<file path="config.mk">
export PLATFORM = sky130hd
export DESIGN_NAME = sprite_evaluation_engine_unit
export DESIGN_NICKNAME = d
export VERILOG_FILES = /design/src/rtl/see_pkg.sv /design/src/rtl/see_cmd_queue.sv /design/src/rtl/see_front.sv /design/src/rtl/see_back.sv /design/src/rtl/sprite_evaluation_engine_unit.sv
export SDC_FILE = /design/constraint.sdc
export NUM_CORES = 2
export LEC_CHECK = 0
export BUFFER_PORTS_ARGS = -buffer_cell sky130_fd_sc_hd__buf_2
export CAP_MARGIN = 20
export CORE_UTILIZATION = 55
export CTS_CLUSTER_DIAMETER = 60
export CTS_CLUSTER_SIZE = 16
export DETAILED_ROUTE_END_ITERATION = 12
export PLACE_DENSITY = 0.71
export SLEW_MARGIN = 20
export SYNTH_ARGS = -nofsm -noshare
export SYNTH_HDL_FRONTEND = slang
export SYNTH_HIERARCHICAL = 1
export SYNTH_SLANG_ARGS = --single-unit
</file>
<file path="constraint.sdc">
create_clock -name aclk -period 13.5 [get_ports aclk]
set_input_delay 2.025 -clock aclk [delete_from_list [all_inputs] [get_ports aclk]]
set_output_delay 2.025 -clock aclk [all_outputs]
set_load 0.005 [all_outputs]
</file>
<file path="src/rtl/see_pkg.sv">
// shared types, constants and codes of the sprite evaluation engine
`default_nettype none

package see_pkg;

    // primary sprite memory geometry
    localparam int OAM_DEPTH       = 256;
    localparam int PRIMARY_SPRITES = 64;

    // default number of slots in the line list, four bytes per slot
    localparam int LINE_SLOTS_DEF = 8;
    localparam int SLOT_BYTES     = 4;

    // command queue between front and back
    localparam int QUEUE_DEPTH = 4;
    localparam int QPTR_W      = $clog2(QUEUE_DEPTH);

    // scanline at which evaluation stops
    localparam logic signed [9:0] EVAL_END_LINE = 10'sd240;
    localparam logic signed [9:0] PRE_RENDER    = -10'sd1;

    // dot schedule
    localparam logic [8:0] DOT_CLEAR_END = 9'd64;
    localparam logic [8:0] DOT_EVAL_END  = 9'd256;
    localparam logic [8:0] DOT_ADDR_END  = 9'd320;
    localparam logic [8:0] DOT_EMIT      = 9'd321;

    // list fill byte
    localparam logic [7:0] LIST_FILL = 8'hFF;

    // input opcodes
    localparam logic [1:0] OP_ADDR_WR = 2'd0;
    localparam logic [1:0] OP_DATA_WR = 2'd1;
    localparam logic [1:0] OP_TICK    = 2'd2;

    // configuration register indexes
    localparam logic [1:0] CFG_SPRITE_SIZE  = 2'd0;
    localparam logic [1:0] CFG_SPRITE_TABLE = 2'd1;
    localparam logic [1:0] CFG_RENDER_EN    = 2'd2;

    // work classes handed from front to back
    typedef enum logic [2:0] {
        CMD_ADDR_WR,
        CMD_DATA_WR,
        CMD_ITER_RESET,
        CMD_LIST_CLEAR,
        CMD_OAM_READ,
        CMD_EVAL,
        CMD_ADDR_CLEAR,
        CMD_EMIT
    } cmd_kind_t;

    typedef struct packed {
        cmd_kind_t         kind;
        logic              clr_ovf;
        logic [7:0]        data;
        logic signed [9:0] line;
    } cmd_t;

    typedef struct packed {
        logic sprite_size;
        logic sprite_table;
        logic rendering_enabled;
    } cfg_t;

    typedef enum logic [1:0] {
        BK_CLEAR,
        BK_RUN,
        BK_EMIT_RD,
        BK_EMIT_OUT
    } back_state_t;

endpackage

`default_nettype wire

</file>
<file path="src/rtl/see_cmd_queue.sv">
// short command queue between the classifying front and the executing back
`default_nettype none

module see_cmd_queue (
    input  wire logic        aclk,
    input  wire logic        aresetn,
    input  wire logic        push,
    input  wire see_pkg::cmd_t push_cmd,
    input  wire logic        pop,
    output see_pkg::cmd_t    head,
    output logic             full,
    output logic             not_empty
);

    see_pkg::cmd_t                 store [see_pkg::QUEUE_DEPTH];
    logic [see_pkg::QPTR_W-1:0]    wr_ptr_reg, wr_ptr_next;
    logic [see_pkg::QPTR_W-1:0]    rd_ptr_reg, rd_ptr_next;
    logic [see_pkg::QPTR_W:0]      count_reg, count_next;

    // pointer and fill count update
    always_comb begin
        wr_ptr_next = wr_ptr_reg;
        rd_ptr_next = rd_ptr_reg;
        count_next  = count_reg;
        if (push) begin
            wr_ptr_next = wr_ptr_reg + 1'b1;
        end
        if (pop) begin
            rd_ptr_next = rd_ptr_reg + 1'b1;
        end
        if (push && !pop) begin
            count_next = count_reg + 1'b1;
        end else if (!push && pop) begin
            count_next = count_reg - 1'b1;
        end
    end

    always_ff @(posedge aclk) begin
        if (!aresetn) begin
            wr_ptr_reg <= '0;
            rd_ptr_reg <= '0;
            count_reg  <= '0;
        end else begin
            wr_ptr_reg <= wr_ptr_next;
            rd_ptr_reg <= rd_ptr_next;
            count_reg  <= count_next;
        end
    end

    // entry storage
    always_ff @(posedge aclk) begin
        if (push) begin
            store[wr_ptr_reg] <= push_cmd;
        end
    end

    assign head      = store[rd_ptr_reg];
    assign full      = (count_reg == (see_pkg::QPTR_W+1)'(see_pkg::QUEUE_DEPTH));
    assign not_empty = (count_reg != '0);

endmodule

`default_nettype wire

</file>
<file path="src/rtl/see_front.sv">
// input handshake and classification of host writes and dot ticks
`default_nettype none

module see_front (
    input  wire logic              accept_en,
    input  wire logic              s_valid,
    output logic                   s_ready,
    input  wire logic [1:0]        s_opcode,
    input  wire logic [7:0]        s_data,
    input  wire logic signed [9:0] s_scanline,
    input  wire logic [8:0]        s_dot,
    input  wire logic              q_full,
    output logic                   push,
    output see_pkg::cmd_t          push_cmd
);

    logic       keep;
    logic [8:0] dot_m1;

    assign dot_m1 = s_dot - 9'd1;

    // sort the item into a back-end work class, drop items that do nothing
    always_comb begin
        keep             = 1'b1;
        push_cmd.kind    = see_pkg::CMD_ADDR_WR;
        push_cmd.clr_ovf = 1'b0;
        push_cmd.data    = s_data;
        push_cmd.line    = s_scanline;
        case (s_opcode)
            see_pkg::OP_ADDR_WR: begin
                push_cmd.kind = see_pkg::CMD_ADDR_WR;
            end
            see_pkg::OP_DATA_WR: begin
                push_cmd.kind = see_pkg::CMD_DATA_WR;
            end
            see_pkg::OP_TICK: begin
                push_cmd.clr_ovf = (s_scanline == see_pkg::PRE_RENDER) && (s_dot == 9'd1);
                if (s_scanline >= see_pkg::EVAL_END_LINE) begin
                    keep = 1'b0;
                end else if (s_dot == 9'd0) begin
                    push_cmd.kind = see_pkg::CMD_ITER_RESET;
                end else if (s_dot <= see_pkg::DOT_CLEAR_END) begin
                    // list byte cleared on this dot
                    push_cmd.kind = see_pkg::CMD_LIST_CLEAR;
                    push_cmd.data = {3'b000, dot_m1[5:1]};
                end else if (s_dot <= see_pkg::DOT_EVAL_END) begin
                    push_cmd.kind = s_dot[0] ? see_pkg::CMD_OAM_READ : see_pkg::CMD_EVAL;
                end else if (s_dot <= see_pkg::DOT_ADDR_END) begin
                    push_cmd.kind = see_pkg::CMD_ADDR_CLEAR;
                end else if (s_dot == see_pkg::DOT_EMIT) begin
                    push_cmd.kind = see_pkg::CMD_EMIT;
                end else begin
                    keep = 1'b0;
                end
            end
            default: begin
                keep = 1'b0;
            end
        endcase
    end

    assign s_ready = accept_en && !q_full;
    assign push    = s_valid && s_ready && keep;

endmodule

`default_nettype wire

</file>
<file path="src/rtl/see_back.sv">
// execution of queued work: sprite memory, evaluation counters, line list, slot output
`default_nettype none

module see_back #(
    parameter int LINE_SLOTS = see_pkg::LINE_SLOTS_DEF
) (
    input  wire logic          aclk,
    input  wire logic          aresetn,
    input  wire see_pkg::cfg_t cfg,
    input  wire logic          q_valid,
    input  wire see_pkg::cmd_t q_cmd,
    output logic               q_pop,
    output logic               clearing,
    output logic               m_valid,
    input  wire logic          m_ready,
    output logic               m_slot_valid,
    output logic [2:0]         m_slot_index,
    output logic [7:0]         m_sprite_y,
    output logic [7:0]         m_sprite_tile,
    output logic [7:0]         m_sprite_attr,
    output logic [7:0]         m_sprite_x,
    output logic [12:0]        m_pattern_addr,
    output logic               m_sprite_zero_present,
    output logic               m_overflow,
    output logic               m_last
);

    localparam int LIST_BYTES = LINE_SLOTS * see_pkg::SLOT_BYTES;
    localparam int SLOT_W     = (LINE_SLOTS > 1) ? $clog2(LINE_SLOTS) : 1;
    localparam int LANES      = see_pkg::SLOT_BYTES;

    see_pkg::back_state_t state_reg, state_next;

    logic [7:0]        clr_cnt_reg, clr_cnt_next;
    logic [7:0]        oam_addr_reg, oam_addr_next;
    logic [7:0]        read_buffer_reg;
    logic [7:0]        spr_cnt_reg, spr_cnt_next;
    logic [1:0]        byte_cnt_reg, byte_cnt_next;
    logic [7:0]        list_ptr_reg, list_ptr_next;
    logic              zero_now_reg, zero_now_next;
    logic              zero_line_reg, zero_line_next;
    logic              ovf_reg, ovf_next;
    logic [2:0]        slot_reg, slot_next;
    logic signed [9:0] emit_line_reg, emit_line_next;

    // sprite memory ports
    logic       mem_we;
    logic [7:0] mem_waddr;
    logic [7:0] mem_wdata;
    logic       mem_re;
    logic [7:0] mem_raddr;
    logic [7:0] oam_mem [see_pkg::OAM_DEPTH];

    // line list ports, one lane per byte of a slot
    logic              list_req;
    logic              list_we;
    logic [7:0]        list_waddr;
    logic [7:0]        list_wdata;
    logic              list_re;
    logic [SLOT_W-1:0] list_widx;
    logic [SLOT_W-1:0] list_ridx;
    logic [7:0]        list_mem [LANES][LINE_SLOTS];
    logic [LINE_SLOTS-1:0] list_vld_reg [LANES];
    logic [7:0]        lane_rd_reg [LANES];
    logic              lane_vld_rd_reg [LANES];
    logic [7:0]        lane_byte [LANES];

    // evaluation helpers
    logic signed [10:0] diff;
    logic               in_rng;
    logic               out_free;
    logic               out_load;
    logic               last_slot;

    // output register
    logic        m_valid_reg, m_valid_next;
    logic [2:0]  out_index_reg;
    logic [7:0]  out_y_reg, out_tile_reg, out_attr_reg, out_x_reg;
    logic [12:0] out_addr_reg;
    logic        out_zero_reg, out_ovf_reg, out_last_reg;

    // slot result built from the registered list read
    logic [7:0]  row;
    logic [7:0]  row_f;
    logic [12:0] pat_addr;

    // y range test of the buffered byte against the current line
    assign diff   = {q_cmd.line[9], q_cmd.line} - $signed({3'b000, read_buffer_reg});
    assign in_rng = !diff[10] && (diff[9:4] == 6'd0) && (cfg.sprite_size || !diff[3]);

    assign out_free  = !m_valid_reg || m_ready;
    assign last_slot = (slot_reg == 3'(LINE_SLOTS - 1));

    // control: next state, counters and memory requests
    always_comb begin
        state_next     = state_reg;
        clr_cnt_next   = clr_cnt_reg;
        oam_addr_next  = oam_addr_reg;
        spr_cnt_next   = spr_cnt_reg;
        byte_cnt_next  = byte_cnt_reg;
        list_ptr_next  = list_ptr_reg;
        zero_now_next  = zero_now_reg;
        zero_line_next = zero_line_reg;
        ovf_next       = ovf_reg;
        slot_next      = slot_reg;
        emit_line_next = emit_line_reg;
        mem_we         = 1'b0;
        mem_waddr      = oam_addr_reg;
        mem_wdata      = q_cmd.data;
        mem_re         = 1'b0;
        mem_raddr      = {spr_cnt_reg[5:0], 2'b00} + {6'd0, byte_cnt_reg} + oam_addr_reg;
        list_req       = 1'b0;
        list_waddr     = list_ptr_reg;
        list_wdata     = read_buffer_reg;
        list_re        = 1'b0;
        q_pop          = 1'b0;
        out_load       = 1'b0;
        case (state_reg)
            see_pkg::BK_CLEAR: begin
                // zero the sprite memory one entry a cycle
                mem_we       = 1'b1;
                mem_waddr    = clr_cnt_reg;
                mem_wdata    = 8'd0;
                clr_cnt_next = clr_cnt_reg + 8'd1;
                if (clr_cnt_reg == 8'hFF) begin
                    state_next = see_pkg::BK_RUN;
                end
            end
            see_pkg::BK_RUN: begin
                if (q_valid) begin
                    q_pop = 1'b1;
                    if (q_cmd.clr_ovf) begin
                        ovf_next = 1'b0;
                    end
                    case (q_cmd.kind)
                        see_pkg::CMD_ADDR_WR: begin
                            oam_addr_next = q_cmd.data;
                        end
                        see_pkg::CMD_DATA_WR: begin
                            mem_we        = 1'b1;
                            oam_addr_next = oam_addr_reg + 8'd1;
                        end
                        see_pkg::CMD_ITER_RESET: begin
                            spr_cnt_next  = 8'd0;
                            byte_cnt_next = 2'd0;
                            zero_now_next = 1'b0;
                            list_ptr_next = 8'd0;
                        end
                        see_pkg::CMD_LIST_CLEAR: begin
                            list_req   = 1'b1;
                            list_waddr = q_cmd.data;
                            list_wdata = see_pkg::LIST_FILL;
                        end
                        see_pkg::CMD_OAM_READ: begin
                            mem_re = 1'b1;
                        end
                        see_pkg::CMD_EVAL: begin
                            if (list_ptr_reg[1:0] != 2'd0) begin
                                // copy the rest of an in-range sprite
                                list_req      = 1'b1;
                                list_ptr_next = list_ptr_reg + 8'd1;
                                byte_cnt_next = byte_cnt_reg + 2'd1;
                                if (byte_cnt_reg == 2'd3) begin
                                    spr_cnt_next = spr_cnt_reg + 8'd1;
                                end
                            end else if (spr_cnt_reg >= 8'(see_pkg::PRIMARY_SPRITES)) begin
                                // all sprites seen
                                list_req     = 1'b1;
                                spr_cnt_next = spr_cnt_reg + 8'd1;
                            end else if (list_ptr_reg >= 8'(LIST_BYTES)) begin
                                // list full: overflow check with the diagonal walk
                                byte_cnt_next = byte_cnt_reg + 2'd1;
                                if (in_rng) begin
                                    if (cfg.rendering_enabled) begin
                                        ovf_next = 1'b1;
                                    end
                                    list_ptr_next = list_ptr_reg + 8'd1;
                                end else begin
                                    spr_cnt_next = spr_cnt_reg + 8'd1;
                                end
                            end else begin
                                // y test, store y either way
                                list_req = 1'b1;
                                if (in_rng) begin
                                    if (spr_cnt_reg == 8'd0) begin
                                        zero_now_next = 1'b1;
                                    end
                                    list_ptr_next = list_ptr_reg + 8'd1;
                                    byte_cnt_next = byte_cnt_reg + 2'd1;
                                end else begin
                                    spr_cnt_next = spr_cnt_reg + 8'd1;
                                end
                            end
                        end
                        see_pkg::CMD_ADDR_CLEAR: begin
                            oam_addr_next = 8'd0;
                        end
                        see_pkg::CMD_EMIT: begin
                            state_next     = see_pkg::BK_EMIT_RD;
                            slot_next      = 3'd0;
                            emit_line_next = q_cmd.line;
                            zero_line_next = zero_now_reg;
                        end
                        default: begin
                            oam_addr_next = oam_addr_reg;
                        end
                    endcase
                end
            end
            see_pkg::BK_EMIT_RD: begin
                list_re    = 1'b1;
                state_next = see_pkg::BK_EMIT_OUT;
            end
            see_pkg::BK_EMIT_OUT: begin
                if (out_free) begin
                    out_load  = 1'b1;
                    slot_next = slot_reg + 3'd1;
                    state_next = last_slot ? see_pkg::BK_RUN : see_pkg::BK_EMIT_RD;
                end
            end
            default: begin
                state_next = see_pkg::BK_CLEAR;
            end
        endcase
    end

    // control registers
    always_ff @(posedge aclk) begin
        if (!aresetn) begin
            state_reg     <= see_pkg::BK_CLEAR;
            clr_cnt_reg   <= 8'd0;
            oam_addr_reg  <= 8'd0;
            spr_cnt_reg   <= 8'd0;
            byte_cnt_reg  <= 2'd0;
            list_ptr_reg  <= 8'd0;
            zero_now_reg  <= 1'b0;
            zero_line_reg <= 1'b0;
            ovf_reg       <= 1'b0;
            slot_reg      <= 3'd0;
        end else begin
            state_reg     <= state_next;
            clr_cnt_reg   <= clr_cnt_next;
            oam_addr_reg  <= oam_addr_next;
            spr_cnt_reg   <= spr_cnt_next;
            byte_cnt_reg  <= byte_cnt_next;
            list_ptr_reg  <= list_ptr_next;
            zero_now_reg  <= zero_now_next;
            zero_line_reg <= zero_line_next;
            ovf_reg       <= ovf_next;
            slot_reg      <= slot_next;
        end
    end

    always_ff @(posedge aclk) begin
        emit_line_reg <= emit_line_next;
    end

    assign clearing = (state_reg == see_pkg::BK_CLEAR);

    // sprite memory write port
    always_ff @(posedge aclk) begin
        if (mem_we) begin
            oam_mem[mem_waddr] <= mem_wdata;
        end
    end

    // sprite memory read port, its output register is the read buffer
    always_ff @(posedge aclk) begin
        if (!aresetn) begin
            read_buffer_reg <= 8'd0;
        end else if (mem_re) begin
            read_buffer_reg <= oam_mem[mem_raddr];
        end
    end

    // line list: writes beyond the list are dropped
    assign list_we   = list_req && (list_waddr < 8'(LIST_BYTES));
    assign list_widx = list_waddr[2 +: SLOT_W];
    assign list_ridx = slot_reg[SLOT_W-1:0];

    always_ff @(posedge aclk) begin
        if (list_we) begin
            list_mem[list_waddr[1:0]][list_widx] <= list_wdata;
        end
    end

    // written marks, an unwritten byte reads as the fill byte
    always_ff @(posedge aclk) begin
        if (!aresetn) begin
            for (int b = 0; b < LANES; b++) begin
                list_vld_reg[b] <= '0;
            end
        end else if (list_we) begin
            list_vld_reg[list_waddr[1:0]][list_widx] <= 1'b1;
        end
    end

    // slot read, all four lanes at the same slot
    always_ff @(posedge aclk) begin
        if (list_re) begin
            for (int b = 0; b < LANES; b++) begin
                lane_rd_reg[b]     <= list_mem[b][list_ridx];
                lane_vld_rd_reg[b] <= list_vld_reg[b][list_ridx];
            end
        end
    end

    always_comb begin
        for (int b = 0; b < LANES; b++) begin
            lane_byte[b] = lane_vld_rd_reg[b] ? lane_rd_reg[b] : see_pkg::LIST_FILL;
        end
    end

    // pattern address with vertical flip
    always_comb begin
        row   = emit_line_reg[7:0] - lane_byte[0];
        row_f = row;
        if (lane_byte[2][7]) begin
            row_f = (cfg.sprite_size ? 8'd15 : 8'd7) - row;
        end
        if (cfg.sprite_size) begin
            pat_addr = {lane_byte[1][0], lane_byte[1][7:1], row_f[3], 1'b0, row_f[2:0]};
        end else begin
            pat_addr = {cfg.sprite_table, lane_byte[1], 1'b0, row_f[2:0]};
        end
    end

    // result register
    always_comb begin
        m_valid_next = m_valid_reg;
        if (out_load) begin
            m_valid_next = 1'b1;
        end else if (m_ready) begin
            m_valid_next = 1'b0;
        end
    end

    always_ff @(posedge aclk) begin
        if (!aresetn) begin
            m_valid_reg <= 1'b0;
        end else begin
            m_valid_reg <= m_valid_next;
        end
    end

    always_ff @(posedge aclk) begin
        if (out_load) begin
            out_index_reg <= slot_reg;
            out_y_reg     <= lane_byte[0];
            out_tile_reg  <= lane_byte[1];
            out_attr_reg  <= lane_byte[2];
            out_x_reg     <= lane_byte[3];
            out_addr_reg  <= pat_addr;
            out_zero_reg  <= zero_line_reg;
            out_ovf_reg   <= ovf_reg;
            out_last_reg  <= last_slot;
        end
    end

    assign m_valid               = m_valid_reg;
    assign m_slot_valid          = 1'b1;
    assign m_slot_index          = out_index_reg;
    assign m_sprite_y            = out_y_reg;
    assign m_sprite_tile         = out_tile_reg;
    assign m_sprite_attr         = out_attr_reg;
    assign m_sprite_x            = out_x_reg;
    assign m_pattern_addr        = out_addr_reg;
    assign m_sprite_zero_present = out_zero_reg;
    assign m_overflow            = out_ovf_reg;
    assign m_last                = out_last_reg;

endmodule

`default_nettype wire

</file>
<file path="src/rtl/sprite_evaluation_engine_unit.sv">
// Sprite evaluation engine: host writes and dot ticks in, slot results out.
// Flow: each item is queued and then executed by the back end; the dot 321 tick starts
// the slot output, which reads each list slot and registers it once the result register is free.
// Throughput: one item per cycle while s_ready is high; s_ready is low while the queue
// is full, and the back end holds its queue while it emits slots (LINE_SLOTS results).
// Reset: synchronous, active low; afterwards the 256-entry sprite memory is zeroed one
// entry a cycle, and s_ready stays low until it is cleared.
`default_nettype none

module sprite_evaluation_engine_unit #(
    parameter int LINE_SLOTS = see_pkg::LINE_SLOTS_DEF
) (
    input  wire logic              aclk,
    input  wire logic              aresetn,
    // configuration writes
    input  wire logic              cfg_valid,
    output logic                   cfg_ready,
    input  wire logic [1:0]        cfg_index,
    input  wire logic              cfg_data,
    // input items
    input  wire logic              s_valid,
    output logic                   s_ready,
    input  wire logic [1:0]        s_opcode,
    input  wire logic [7:0]        s_data,
    input  wire logic signed [9:0] s_scanline,
    input  wire logic [8:0]        s_dot,
    // slot results
    output logic                   m_valid,
    input  wire logic              m_ready,
    output logic                   m_slot_valid,
    output logic [2:0]             m_slot_index,
    output logic [7:0]             m_sprite_y,
    output logic [7:0]             m_sprite_tile,
    output logic [7:0]             m_sprite_attr,
    output logic [7:0]             m_sprite_x,
    output logic [12:0]            m_pattern_addr,
    output logic                   m_sprite_zero_present,
    output logic                   m_overflow,
    output logic                   m_last
);

    see_pkg::cfg_t cfg_reg, cfg_next;
    see_pkg::cmd_t push_cmd;
    see_pkg::cmd_t q_head;
    logic          push;
    logic          q_full;
    logic          q_valid;
    logic          q_pop;
    logic          clearing;

    // configuration registers, taken on every transfer
    always_comb begin
        cfg_next = cfg_reg;
        if (cfg_valid) begin
            case (cfg_index)
                see_pkg::CFG_SPRITE_SIZE:  cfg_next.sprite_size       = cfg_data;
                see_pkg::CFG_SPRITE_TABLE: cfg_next.sprite_table      = cfg_data;
                see_pkg::CFG_RENDER_EN:    cfg_next.rendering_enabled = cfg_data;
                default:                   cfg_next = cfg_reg;
            endcase
        end
    end

    always_ff @(posedge aclk) begin
        if (!aresetn) begin
            cfg_reg <= '0;
        end else begin
            cfg_reg <= cfg_next;
        end
    end

    assign cfg_ready = 1'b1;

    see_front u_front (
        .accept_en  (!clearing),
        .s_valid    (s_valid),
        .s_ready    (s_ready),
        .s_opcode   (s_opcode),
        .s_data     (s_data),
        .s_scanline (s_scanline),
        .s_dot      (s_dot),
        .q_full     (q_full),
        .push       (push),
        .push_cmd   (push_cmd)
    );

    see_cmd_queue u_queue (
        .aclk      (aclk),
        .aresetn   (aresetn),
        .push      (push),
        .push_cmd  (push_cmd),
        .pop       (q_pop),
        .head      (q_head),
        .full      (q_full),
        .not_empty (q_valid)
    );

    see_back #(
        .LINE_SLOTS (LINE_SLOTS)
    ) u_back (
        .aclk                  (aclk),
        .aresetn               (aresetn),
        .cfg                   (cfg_reg),
        .q_valid               (q_valid),
        .q_cmd                 (q_head),
        .q_pop                 (q_pop),
        .clearing              (clearing),
        .m_valid               (m_valid),
        .m_ready               (m_ready),
        .m_slot_valid          (m_slot_valid),
        .m_slot_index          (m_slot_index),
        .m_sprite_y            (m_sprite_y),
        .m_sprite_tile         (m_sprite_tile),
        .m_sprite_attr         (m_sprite_attr),
        .m_sprite_x            (m_sprite_x),
        .m_pattern_addr        (m_pattern_addr),
        .m_sprite_zero_present (m_sprite_zero_present),
        .m_overflow            (m_overflow),
        .m_last                (m_last)
    );

endmodule

`default_nettype wire

</file>
; ---- Word level (Yosys, flattened, before mapping)
; Memories as Yosys holds them, arrays and structs flattened. A register that Yosys moved wholly into a read port is not among the register bits.
; Index checks and enable logic that the tools add are counted.
[word_totals]
inputBits = 37
elab_cells = 281
out_inout_bits = 55
memories = 6
ramBits = 2460
register_bits = 100
[mem_list]
columns = memory, depth, word_bits, read_ports, rd_ports_with_merged_regs, wr, line
row1 = u_back.oam_mem, 256, 8, 1, 1, 1, see_back.sv:52  ; logic [7:0] oam_mem [see_pkg::OAM_DEPTH];
row2 = u_back.list_mem, 4, 64, 4, 0, 1, see_back.sv:62  ; logic [7:0] list_mem [LANES][LINE_SLOTS];
row3 = u_queue.store, 4, 22, 1, 1, 1, see_cmd_queue.sv:15  ; see_pkg::cmd_t store [see_pkg::QUEUE_DEPTH];
row4 = u_back.lane_rd_reg, 4, 8, 4, 1, 4, see_back.sv:64  ; logic [7:0] lane_rd_reg [LANES];
row5 = u_back.list_vld_reg, 4, 8, 4, 0, 4, see_back.sv:63  ; logic [LINE_SLOTS-1:0] list_vld_reg [LANES];
row6 = u_back.lane_vld_rd_reg, 4, 1, 4, 0, 4, see_back.sv:65  ; logic lane_vld_rd_reg [LANES];
[classes]
reduce_logical = 50
bitwise_logic = 2
n_mux = 132
n_addsub = 16
order_cmp = 13
eq_ne = 35
[ops]
columns = op, count
row1 = $mux 8, 33
row2 = $bmux 8 s3, 4
row3 = $mux 64, 1
row4 = $mux 1, 50
row5 = $mux 3, 11
row6 = $add 8x1->8 const B, 4
row7 = $pmux 8 s2, 2
row8 = $demux 8 s3, 1
row9 = $mux 2, 12
row10 = $pmux 8 s3, 1
row11 = $eq 3x3->1 const B, 6
row12 = $le 9x9->1 const B, 2
row13 = $reduce_and 5->1, 3
row14 = $mux 13, 1
row15 = $bmux 1 s3, 4
row16 = $pmux 3 s2, 2
row17 = $logic_and 1x1->1, 11
row18 = $sub 10x9->11, 1
row19 = $eq 10x1->1 const B, 1
row20 = $eq 2x2->1 const B, 5
row21 = $ge 10x9->1 const B, 1
row22 = $ne 2x2->1 const B, 5
row23 = $reduce_bool 2->1, 5
row24 = $eq 9x1->1 const B, 1
row25 = other kinds (47), 81

; ---- Logic depth before layout (Yosys ltp)
[logic_depth]
word_depth = 13
mapped_depth = 15
mapped_depth_nobuf = 13

; ---- By module
; The synthesis kept the hierarchy.
[modules_own_cells]
columns = module, cells_each, n_inst, area_each_um2
row1 = see_back, 4893, 1, 97579.8
row2 = see_cmd_queue, 157, 1, 3624.7
row3 = see_front, 75, 1, 564.3
row4 = sprite_evaluation_engine_unit, 16, 1, 147.6

; ---- Least setup slack after synthesis
; No wires, ideal clock.
[synth_timing]
kind = register to register
from = register u_back.state_reg[0]
to = memory u_back.oam_mem[0][0] (data pin)
t_arrival_ps = 6961
n_path_buf = 2
slack_ps = 5146
required_time_ps = 12107
synth_period_minus_slack_ps = 8354
path_stages_with_launch = 6
setup_ps = 1393
path_cell_list = dfxtp_1 > or2_1 > clkbuf_1 > inv_2 > clkbuf_1 > nor2_1
[synth_via]
elab_chain_cells = 2
[synth_lines]
columns = item, line
row1 = from (decl), see_back.sv:32  ; see_pkg::back_state_t state_reg, state_next;
row2 = from (signal assigned), see_back.sv:230  ; state_reg <= see_pkg::BK_CLEAR;
row3 = from (signal assigned), see_back.sv:241  ; state_reg <= state_next;
row4 = $logic_not 2->1, --
row5 = named net clearing, sprite_evaluation_engine_unit.sv:49  ; logic clearing;
row6 = $mux 8, see_back.sv:118  ; case (state_reg)
row7 = named net u_back.mem_wdata[0], see_back.sv:49  ; logic [7:0] mem_wdata;
row8 = to (decl), see_back.sv:52
; The timed path passes the listed nets, and every way through them passes these cells.

; ---- Worst setup path after layout
[layout_timing]
from = register u_back.oam_addr_reg[0]
to = register u_back.read_buffer_reg[3], read port of u_back.oam_mem
[layout_via]
elab_chain_cells = 1
[layout_lines]
columns = item, line
row1 = from (decl), see_back.sv:35  ; logic [7:0] oam_addr_reg, oam_addr_next;
row2 = from (signal assigned), see_back.sv:243  ; oam_addr_reg <= oam_addr_next;
row3 = $add 8x8->8, see_back.sv:111  ; mem_raddr = {spr_cnt_reg[5:0], 2'b00} + {6'd0, byte_cnt_reg} + oam_addr_reg;
row4 = to (decl), see_back.sv:36  ; logic [7:0] read_buffer_reg;
; Every way passes these cells.
; A chain may end at the register's enable or synchronous reset.

==> impl_metrics.ini <==
[drt]
wire_per_inst_microns = 30.88
dr_total_vias = 51090
first_pass_iters = 6
drc = 0
via_per_inst = 6.594
ant_nets = 0
drt_iter0_markers = 6462
finalWirelength_microns = 239300

[clock_tree]
post_cts_buffers = 0
cts_hold_buf = 0
cts-htree-levels = 4
cts_buffer_depth = 3
cts-root-buf = clkbuf_16
clock_sinks = 2570
cts_tree = built
cts_repair_resize_count = 0
cts_buffers = 185
clk_latency_ns = 0.85
clk_pin_slew_ns = 0.07

[sta]
clock_skew_ns = 0.04263
slew_headroom_pct = 23.60
setup_viol = 0
timing.final.crit_share_pct = 41.22
rsz0062_at_grt = no
period_needed_ns = 5.565
hold_viol_final = 0
fmax_mhz = 179.7
final.setup.tns_ns = 0
worst_pin_slew_ns = 1.136
maxSlewViolCount = 0

[final_layout]
regMostFlops = u_back/oam_mem
final_common_cell = edfxtp_1
fillers = 12850
final_nets = 5275
drive_above_1_share_pct = 21.84
instances_no_fill = 7749
largest_reg_flops = 2048
final_cell_mix = edfxtp_1, mux4_2, nor2_1
synthToLayoutAreaGrowth_pct = 8.305

[worst_setup_path]
crit_fanout = 98
reg2reg_depth = 11
crit_path_end_kind = register
crit_path_max_incr_delay_ns = 1.24
worstSetupPathType = reg -> reg
cp_cell_sequence = ha_4 -> fa_4 -> buf_12 -> buf_4 -> mux4_2 -> mux4_2 -> mux2i_1 -> o21ai_0 -> a2111oi_0 -> buf_4 -> o211ai_1
crit_slowest_cell = fa_4
cp-start-kind = register
required_ns = 14.21
arrival_ns = 6.28

[global_routing]
antenna_found_initial = 5
grt_pass1_vias = 50640
grt_pass1_wl_microns = 348500
grt_usage_pct = 25.80
overflow = 0
grt_start_max_net_pins = 201

[logic_synthesis]
synthFlopType = edfxtp_1
synth_area_leaders = edfxtp_1, mux4_2, nor2_1
synth_area_leader_cell = edfxtp_1
synth_cells = 5141
synth_area_sq_mm = 0.1019
yosysSeqAreaShare_pct = 75.10
syn-num-nets = 5219
synth_edf_count = 2507
synth_warnings = 6
synth_area_per_cell_sq_um = 19.82
synth_seq_cells = 2570
synthArstFlopShare_pct = 0
yosysUniqueCellTypes = 85
synth_top_area_share_pct = 73.87

[placed_design]
place.gp.congestion = 0.8383
port-buffer-count = 88
placedCellCount = 7472
hpwl_microns = 139900

[power_and_ir_drop]
power.internal_uw = 11250
leakagePower_uw = 0.02908
swShare_pct = 19.32
p_sw_uw = 2692
clockPowerShare_pct = 37.4
peakVddDrop_mv = 0.1088
p_per_area_mw_per_mm2 = 126.3
pwr-share-comb_pct = 0.6
seq_power_share_pct = 61.9
power.total_uw = 13940

[floorplan]
fp.coreArea_sq_mm = 0.1835
die_h_microns = 432.5
io_pins = 92
dieWidth_microns = 432.5
die-area_sq_mm = 0.1870
start_util_pct = 55.55
num_rows = 157

[job]
drv_cap = 0

[min_path]
holdPathStages = 2
min_path_type = reg -> reg

[status]
status = finished, final reports clean
-- cells in the mapped netlist (10+ instances only) --
cell type,instances
clkbuf_1,184
a21boi_0,11
nor2_1,371
buf_2,72
ha_1,38
edfxtp_1,2507
and2_1,29
a21oi_1,42
and3_1,55
nor2b_1,14
nand3_1,100
o2111ai_1,10
a31oi_1,49
or3_1,17
a22o_1,15
buf_1,19
mux2_2,44
o21ai_0,97
nand3b_1,17
a32oi_1,10
xnor2_1,19
nand2_1,247
nor3_1,24
inv_1,36
mux2i_1,63
o211ai_1,13
mux4_2,635
a211oi_1,26
a211o_1,21
nand2b_1,44
nand4_1,40
buf_4,38
a221oi_1,10
dfxtp_1,63
-- worst max-delay path, delay by kind of cell, from the launching register on --
kind | cells | cell delay (ns)
mux | 3 | 1.13
compound gates | 3 | 0.85
buf+inv | 3 | 1.39
flops | 1 | 0.41
fa+ha+maj | 2 | 1.46
-- metal layers --
| metal | part of all wire (%) | GRT usage, % | vias up |
|---|---|---|---|
| li1 | - | - | 21030 |
| met1 | 39 | 36.50 | 26970 |
| met2 | 48 | 40.29 | 2654 |
| met3 | 9.7 | 5.367 | 443 |
| met4 | 3.7 | 9.028 | 4 |
| met5 | 0.014 | 0 | - |
-- cell families (layout without fill, tap and decap cells) --
| kind of cell | Yosys count | after routing | share of synthesized area [%] |
|---|---|---|---|
| flip-flops | 2570 | 2570 | 75.10 |
| AND/OR/NAND/NOR | 1002 | 1002 | 4.574 |
| XOR/XNOR | 28 | 28 | 0.2406 |
| AO/OA/AOI/OAI | 395 | 395 | 2.719 |
| buffers and inverters | 356 | 494 | 1.585 |
| adder cells (fa/ha/maj) | 41 | 41 | 0.5254 |
| other | 3 | 9 | 0.01105 |
| multiplexers | 746 | 746 | 15.24 |
-- power groups by stage --
stage | Combinational [uW] | Sequential [uW] | Clock, uW
after floorplan | 45.2 | 8810 | 0
after global placement | 87.3 | 8810 | 0
after detailed placement | 88.8 | 8810 | 0
after CTS | 89.2 | 8630 | 5300
after global routing | 94.4 | 8630 | 5560
final | 90.4 | 8630 | 5220
-- path summary, 6_finish.rpt --
check                    startpoint                        end  slack (ns)
max          u_back/oam_addr_reg[0]  u_back/read_buffer_reg[3]        7.93
min                      cfg_reg[1]                 cfg_reg[1]        0.48
max reg2reg  u_back/oam_addr_reg[0]  u_back/read_buffer_reg[3]        7.93
min reg2reg              cfg_reg[1]                 cfg_reg[1]        0.48
-- metrics by stage --
stage / hold WS [ns] / utilization (%) / worst slack, ns / cell area (sq um)
floorplan: 0.4018 / - / 5.146 / 101900
global placement: 0.4513 / 57.24 / 8.040 / 105000
detailed placement: 0.4593 / 57.24 / 8.022 / 105000
CTS: 0.4765 / 60.12 / 8.001 / 110300
global route: 0.4956 / 60.15 / 7.737 / 110400
finish: 0.4790 / 60.16 / 7.935 / 110400
-- area by class of cell --
cell class	instances	area (sq um)	area share, %
antenna	6	15.01	0.01360
clock buffer	239	4900	4.439
clock inverter	30	389.1	0.3525
inverter	38	142.6	0.1292
multi-input combinational	2215	23980	21.73
sequential	2570	76550	69.35
tap	2464	3083	2.793
timing repair buffer	187	1320	1.196
(Power assumes the default switching activity.)
